`config.mk`:
```
export PLATFORM = sky130hd
export DESIGN_NAME = positional_insert_delete_array_core
export DESIGN_NICKNAME = d
export VERILOG_FILES = /design/src/hw/rtl/pida_pkg.sv /design/src/hw/rtl/pida_ctrl.sv /design/src/hw/rtl/pida_datapath.sv /design/src/hw/rtl/positional_insert_delete_array_core.sv
export SDC_FILE = /design/constraint.sdc
export NUM_CORES = 2
export LEC_CHECK = 0
export BUFFER_PORTS_ARGS = -buffer_cell sky130_fd_sc_hd__buf_2
export CAP_MARGIN = 40
export CORE_MARGIN = 10
export CORE_UTILIZATION = 40
export DETAILED_ROUTE_END_ITERATION = 8
export PLACE_DENSITY = 0.63
export RECOVER_POWER = 100
export SYNTH_ARGS = -nofsm -noshare
export SYNTH_HDL_FRONTEND = slang
export SYNTH_SLANG_ARGS = --single-unit
```
`constraint.sdc`:
```
create_clock -name clk -period 7.04 [get_ports clk]
set_input_delay 0.352 -clock clk [delete_from_list [all_inputs] [get_ports clk]]
set_output_delay 0.352 -clock clk [all_outputs]
set_load 0.01 [all_outputs]
```
`src/hw/rtl/pida_pkg.sv`:
```
// shared types and codes for the positional insert/delete array
package pida_pkg;

  localparam logic [1:0] OP_READ   = 2'd0;
  localparam logic [1:0] OP_INSERT = 2'd1;
  localparam logic [1:0] OP_DELETE = 2'd2;

  localparam logic [1:0] ST_OK     = 2'd0;
  localparam logic [1:0] ST_FULL   = 2'd1;
  localparam logic [1:0] ST_EMPTY  = 2'd2;
  localparam logic [1:0] ST_BADPOS = 2'd3;

  typedef enum logic [1:0] {
    S_IDLE,
    S_EVAL,
    S_RDWAIT,
    S_SHIFT
  } state_t;

  typedef struct packed {
    logic load;      // capture a new beat
    logic rd_en;     // memory read at the address the datapath selects
    logic wr_shift;  // write the fetched entry one place over and step the index
    logic finish;    // final write / count update for insert and delete
    logic emit;      // present the result
    logic emit_rd;   // result carries the fetched entry
  } cmd_t;

  typedef struct packed {
    logic ok;
    logic is_read;
    logic is_ins;
    logic is_del;
    logic more;      // another entry still has to move
  } stat_t;

endpackage

```
`src/hw/rtl/pida_ctrl.sv`:
```
// controller state machine for the positional insert/delete array
module pida_ctrl import pida_pkg::*; (
  input  logic  clk,
  input  logic  rst_n,
  input  logic  start,
  input  stat_t stat,
  output logic  busy,
  output cmd_t  cmd
);

  state_t state_r, state_nxt;

  always_ff @(posedge clk) begin
    if (!rst_n) begin
      state_r <= S_IDLE;
    end else begin
      state_r <= state_nxt;
    end
  end

  always_comb begin
    state_nxt = state_r;
    cmd       = '0;
    busy      = 1'b1;
    case (state_r)
      S_IDLE: begin
        busy = 1'b0;
        if (start) begin
          cmd.load  = 1'b1;
          state_nxt = S_EVAL;
        end
      end
      S_EVAL: begin
        if (!stat.ok) begin
          cmd.emit  = 1'b1;
          state_nxt = S_IDLE;
        end else if (stat.is_read) begin
          cmd.rd_en = 1'b1;
          state_nxt = S_RDWAIT;
        end else if (stat.more) begin
          cmd.rd_en = 1'b1;
          state_nxt = S_SHIFT;
        end else begin
          cmd.finish = 1'b1;
          cmd.emit   = 1'b1;
          state_nxt  = S_IDLE;
        end
      end
      S_RDWAIT: begin
        cmd.emit    = 1'b1;
        cmd.emit_rd = 1'b1;
        state_nxt   = S_IDLE;
      end
      S_SHIFT: begin
        cmd.wr_shift = 1'b1;
        state_nxt    = S_EVAL;
      end
      default: begin
        state_nxt = S_IDLE;
      end
    endcase
  end

endmodule

```
`src/hw/rtl/pida_datapath.sv`:
```
// entry memory, count, shift index and result registers
module pida_datapath import pida_pkg::*; #(
  parameter int CAPACITY = 64
) (
  input  logic               clk,
  input  logic               rst_n,
  input  cmd_t               cmd,
  input  logic        [1:0]  in_opcode,
  input  logic signed [31:0] in_value,
  input  logic        [5:0]  in_position,
  output stat_t              stat,
  output logic               out_valid,
  output logic        [1:0]  out_status,
  output logic signed [31:0] out_read_value,
  output logic        [6:0]  out_count
);

  localparam int AW = (CAPACITY > 1) ? $clog2(CAPACITY) : 1;
  localparam int CW = $clog2(CAPACITY + 1);
  localparam logic [CW-1:0] CAP_C = CW'(CAPACITY);

  logic [31:0] mem [CAPACITY];

  logic [CW-1:0] count_r, count_nxt;
  logic [CW-1:0] idx_r, idx_nxt;
  logic [1:0]    op_r;
  logic [31:0]   val_r;
  logic [5:0]    pos_r;
  logic [1:0]    status_r, status_nxt;
  logic [31:0]   rdata_r;

  logic          out_valid_r;
  logic [1:0]    out_status_r;
  logic [31:0]   out_rd_r;
  logic [6:0]    out_count_r;

  // position and count compared at a common width
  logic [CW+5:0] in_pos_w, pos_w, cnt_w, idx_w;
  logic [CW-1:0] in_pos_c;
  logic [AW+5:0] pos_a_w;
  logic [CW-1:0] idx_dn, idx_up;
  logic [AW-1:0] rd_addr, wr_addr;
  logic          wr_en;
  logic [31:0]   wr_data;
  logic [CW+6:0] cnt_ext;

  assign in_pos_w = {{CW{1'b0}}, in_position};
  assign pos_w    = {{CW{1'b0}}, pos_r};
  assign cnt_w    = {6'b0, count_r};
  assign idx_w    = {6'b0, idx_r};
  assign in_pos_c = in_pos_w[CW-1:0];
  assign pos_a_w  = {{AW{1'b0}}, pos_r};
  assign idx_dn   = idx_r - CW'(1);
  assign idx_up   = idx_r + CW'(1);

  always_comb begin
    case (in_opcode)
      OP_READ:   status_nxt = (in_pos_w < cnt_w) ? ST_OK : ST_BADPOS;
      OP_INSERT: begin
        if (count_r >= CAP_C)      status_nxt = ST_FULL;
        else if (in_pos_w > cnt_w) status_nxt = ST_BADPOS;
        else                       status_nxt = ST_OK;
      end
      OP_DELETE: begin
        if (count_r == '0)          status_nxt = ST_EMPTY;
        else if (in_pos_w >= cnt_w) status_nxt = ST_BADPOS;
        else                        status_nxt = ST_OK;
      end
      default:   status_nxt = ST_BADPOS;
    endcase
  end

  assign stat.ok      = (status_r == ST_OK);
  assign stat.is_read = (op_r == OP_READ);
  assign stat.is_ins  = (op_r == OP_INSERT);
  assign stat.is_del  = (op_r == OP_DELETE);
  assign stat.more    = stat.is_ins ? (idx_w > pos_w)
                                    : ({6'b0, idx_up} < cnt_w);

  always_comb begin
    case (op_r)
      OP_INSERT: rd_addr = idx_dn[AW-1:0];
      OP_DELETE: rd_addr = idx_up[AW-1:0];
      default:   rd_addr = pos_a_w[AW-1:0];
    endcase
  end

  // shift writes fetched entry at index; insert finish writes value
  always_comb begin
    wr_en   = cmd.wr_shift || (cmd.finish && stat.is_ins);
    wr_addr = cmd.wr_shift ? idx_r[AW-1:0] : pos_a_w[AW-1:0];
    wr_data = cmd.wr_shift ? rdata_r : val_r;
  end

  always_comb begin
    count_nxt = count_r;
    if (cmd.finish && stat.is_ins) count_nxt = count_r + CW'(1);
    if (cmd.finish && stat.is_del) count_nxt = count_r - CW'(1);
  end

  always_comb begin
    idx_nxt = idx_r;
    if (cmd.load) begin
      idx_nxt = (in_opcode == OP_INSERT) ? count_r : in_pos_c;
    end else if (cmd.wr_shift) begin
      idx_nxt = stat.is_ins ? idx_dn : idx_up;
    end
  end

  assign cnt_ext = {7'b0, count_nxt};

  always_ff @(posedge clk) begin
    if (wr_en) begin
      mem[wr_addr] <= wr_data;
    end
    if (cmd.rd_en) begin
      rdata_r <= mem[rd_addr];
    end
  end

  always_ff @(posedge clk) begin
    if (!rst_n) begin
      count_r     <= '0;
      out_valid_r <= 1'b0;
    end else begin
      count_r     <= count_nxt;
      out_valid_r <= cmd.emit;
    end
  end

  always_ff @(posedge clk) begin
    idx_r <= idx_nxt;
    if (cmd.load) begin
      op_r     <= in_opcode;
      val_r    <= in_value;
      pos_r    <= in_position;
      status_r <= status_nxt;
    end
    if (cmd.emit) begin
      out_status_r <= status_r;
      out_rd_r     <= cmd.emit_rd ? rdata_r : 32'd0;
      out_count_r  <= cnt_ext[6:0];
    end
  end

  assign out_valid      = out_valid_r;
  assign out_status     = out_status_r;
  assign out_read_value = out_rd_r;
  assign out_count      = out_count_r;

endmodule

```
`src/hw/rtl/positional_insert_delete_array_core.sv`:
```
// positional insert/delete array: a refused beat or an insert/delete that moves nothing is
// settled in the evaluate state, a read passes through a read-wait state, and each entry
// moved (count - position for insert, count - position - 1 for delete) takes an evaluate
// state and a shift state; the entry memory has one read and one write port; busy drops
// with the strobe cycle, so the next beat is taken while the result is shown; the receiver
// cannot stall; synchronous reset clears the count and the strobe; entries are left unset
module positional_insert_delete_array_core import pida_pkg::*; #(
  parameter int CAPACITY = 64
) (
  input  logic               clk,
  input  logic               rst_n,
  input  logic               start,
  output logic               busy,
  input  logic        [1:0]  in_opcode,
  input  logic signed [31:0] in_value,
  input  logic        [5:0]  in_position,
  output logic               out_valid,
  output logic        [1:0]  out_status,
  output logic signed [31:0] out_read_value,
  output logic        [6:0]  out_count
);

  cmd_t  cmd;
  stat_t stat;

  pida_ctrl u_ctrl (
    .clk   (clk),
    .rst_n (rst_n),
    .start (start),
    .stat  (stat),
    .busy  (busy),
    .cmd   (cmd)
  );

  pida_datapath #(
    .CAPACITY (CAPACITY)
  ) u_dp (
    .clk            (clk),
    .rst_n          (rst_n),
    .cmd            (cmd),
    .in_opcode      (in_opcode),
    .in_value       (in_value),
    .in_position    (in_position),
    .stat           (stat),
    .out_valid      (out_valid),
    .out_status     (out_status),
    .out_read_value (out_read_value),
    .out_count      (out_count)
  );

endmodule
```
==> PnR_summary.wiki <==
{| class="wikitable"
! Metric !! Value
|-
| Static power due to leakage || approximately 33 nW
|-
| Number of input and output port buffers inserted || 85
|-
| Distinct cell type count of the synthesized netlist || 76
|-
| Maximum number of pins on one net before global-route repair || 142
|-
| Routed wire length || 275 mm
|-
| Worst hold-check path type || input pin to flip-flop
|-
| Post-cts repair resize count || 0
|-
| H-Tree Depth || 4
|-
| Fraction of synthesis flops using an asynchronous set or reset pin || 0%
|-
| Via density per instance || about 6.1
|-
| Post-route ant nets || 0
|-
| DR vias || 55.8k
|-
| Wire length of the first global-routing pass || between 300 and 400 mm
|-
| Min Clock Period, post-route || approximately 6.0 ns
|-
| Finished Core Util || a little under half
|-
| Post-route clock period utilization || 85.6%
|-
| Half-perimeter wire length after placement || about 160 mm
|-
| Critical path type || flip-flop to flip-flop
|-
| Max-capacitance violation count || 58
|-
| Number of global-route vias before repair || ~54k
|-
| Setup repair after global routing missed its margin || no
|-
| # Post-CTS Setup Buffers || 0
|-
| Count of pins over their slew limit || roughly 2.3k
|-
| Clock root buffer master || clkbuf_16
|-
| Number of optimization iterations in the first detailed-route pass || 9
|-
| Startpoint types || flip-flop
|-
| Portion of the post-synthesis area used by sequential elements || 71.9%
|-
| Synthesized Nets || roughly 5.8k
|-
| Global route total overflow || 0
|-
| Antenna violations before repair || 12
|-
| Count of final hold-check violations || 0
|-
| Clock latency on the worst-skew pair || around 0.88 ns
|-
| # rows || around 170
|-
| Launch point of the worst reg-to-reg path || u_dp.op_r[0]$_DFFE_PP_
|-
| Placer's final routability congestion estimate || 0.897
|-
| Launching element of the worst setup path || u_dp.op_r[0]$_DFFE_PP_
|-
| Total clock buffers created by CTS || around 210
|-
| Number of enable-type register cells in the synthesized netlist || 2170
|-
| TritonCTS clock tree || yes
|-
| Clk pin slew, worst setup/hold paths || around 0.060 ns
|-
| Required time of the worst setup path || 7.67 ns
|-
| Normalized max-slew margin || -185%
|-
| Post-detailed-route wirelength per cell || roughly 30 microns
|-
| Crit path max fanout || 51
|-
| Maximum clock skew at final layout || about 0.06 ns
|-
| Synth Instances || 5716
|-
| Peak ir drop on the vdd network || 0.310 mV
|-
| Synth Flop Type || edfxtp_1
|-
| Starting density of the core || between 40% and 50%
|-
| Areal power density over the cells || slightly below 300 nW/um^2
|-
| Total of warnings raised by yosys || 0
|-
| Synth Register Bits || between 2k and 2.5k
|-
| Post-CTS Hold Buffers || 43
|-
| Register-to-register setup slack || approximately 1.0 ns
|-
| Crit end category || flip-flop
|-
| DIE WIDTH || 497 microns
|-
| DRC violations left || 0
|-
| Setup Viol. Count Final || 0
|-
| Area of the core region || roughly 230000 sq um
|-
| Run status || finished with violations
|-
| Post-synthesis instance area || ~91000 sq um
|-
| Fraction of final layout cells sized beyond drive strength 1 || around 13%
|-
| Number of nets in the layout || 5986
|-
| Number of I/O pins || 86
|-
| Critical Path AT || between 6 and 7 ns
|-
| Number of sinks driven by the clock tree || ~2.2k
|-
| Total routing resource utilization after global routing || between 20 and 25%
|-
| Mean post-synth cell area || between 15 and 20 sq um
|-
| Fmax achieved || 166 MHz
|-
| P&R area growth vs syn || 12.6%
|-
| Max clock buf depth || 3
|-
| Violations in the final reports || capacitance limit, slew limit
|-
| Die area || roughly 250000 sq um
|-
| Summed negative setup slack over all endpoints || 0 ns
|-
| Y dimension of the die || just under 500 microns
|-
| DRC violation total after the first TritonRoute iteration || ~7.7k
|-
| Worst slew pin tran || approximately 4.3 ns
|-
| Hold Crit Start || in_value[30]
|}
## cells by family after synthesis
group,share of synthesized area [%]
buffers and inverters,2.39
DFF,71.9
xor gates and xnor gates,0.154
and+or+nand+nor,5.84
AOI/OAI and AO/OA,9.16
adders and majority gates,0.399
muxes,10.2
## cell usage after synthesis, drive strengths merged, types with 77 or more instances
master	count	area share, %
mux4	186	4.6
a211oi	126	1.0
o22ai	77	0.54
buf	250	1.6
o21ai	118	0.65
a21oi	249	1.4
edfxtp	2170	72
nand2	592	2.5
a221oi	284	2.7
clkbuf	167	0.69
mux2i	464	5.1
nor2	297	1.2
## flip-flops by register name, summed over array words and instances (netlist names)
register             flops
u_dp.mem              2048
u_dp.out_read_value     32
u_dp.rdata_r            32
u_dp.val_r              32
u_dp.count_r             7
u_dp.idx_r               7
u_dp.out_count           7
u_dp.pos_r               6
u_ctrl.state_r           2
u_dp.op_r                2
u_dp.out_status          2
u_dp.status_r            2
u_dp.out_valid           1
## layer usage
layer / vias up / share of wire (%) / global-route usage [%]
li1: 23350 / - / -
met1: 28742 / 39 / 29.4
met2: 3216 / 45 / 32.9
met3: 529 / 11 / 5.24
met4: 4 / 4.8 / 9.68
met5: - / 0.010 / 0
## worst paths after layout
check,endpoint,cells after the start
min,u_dp.val_r[30]$_DFFE_PP_,2
max reg2reg,u_dp.rdata_r[26]$_DFFE_PP_,11
min reg2reg,u_dp.out_status[0]$_DFFE_PP_,0
max,u_dp.rdata_r[26]$_DFFE_PP_,11
## layout by cell type, fill, tap and decap left out, types with 115 or more instances in the layout
cell	synthesis	routed
a211oi_1	126	125
a21oi_1	248	245
a221oi_1	284	284
buf_4	37	146
clkbuf_1	166	189
clkbuf_16	0	215
edfxtp_1	2170	2170
mux2i_1	463	463
mux4_2	186	186
nand2_1	587	587
nor2_1	294	291
o21ai_0	115	115
## metrics by stage
step	area [sq um]	hold slack [ns]	worst slack (ns)	power, mW	instances
finish	102000	0.187	1.01	30.0	9080
CTS	103000	0.128	2.02	30.0	9062
global placement	95500	0.487	1.10	18.9	8610
global route	102000	0.160	0.902	30.8	9072
floorplan	90900	0.451	1.14	17.3	5716
detailed placement	95800	0.484	2.02	19.0	8638
## critical path: stages, from the launching register on
cell,delay (ns)
edfxtp_1,0.36
inv_1,0.09
ha_4,0.71
clkbuf_2,1.14
nor2_1,0.09
a311oi_1,0.42
and3_1,0.63
nand2_1,0.70
a2111oi_0,0.86
buf_4,0.29
a31oi_1,0.10
and4_1,0.31
## final cells by class
cell class	count	area, sq um
clock buffers	272	5610
multi-input cells	3090	23600
fillers	19470	123000
diodes	9	22.5
inverters	29	109
flip-flops and latches	2180	65400
clock inverters	109	1160
repair buffers	399	2740
well taps	2992	3740
## report_power, final
| part | switching (mW) | total [mW] | internal [mW] | leakage [nW] |
|---|---|---|---|---|
| sequential | 0.0399 | 14.5 | 14.4 | 19.6 |
| clock | 4.90 | 11.2 | 6.26 | 3.29 |
| combinational | 3.01 | 4.35 | 1.34 | 9.95 |
(Power assumes the default switching activity.)
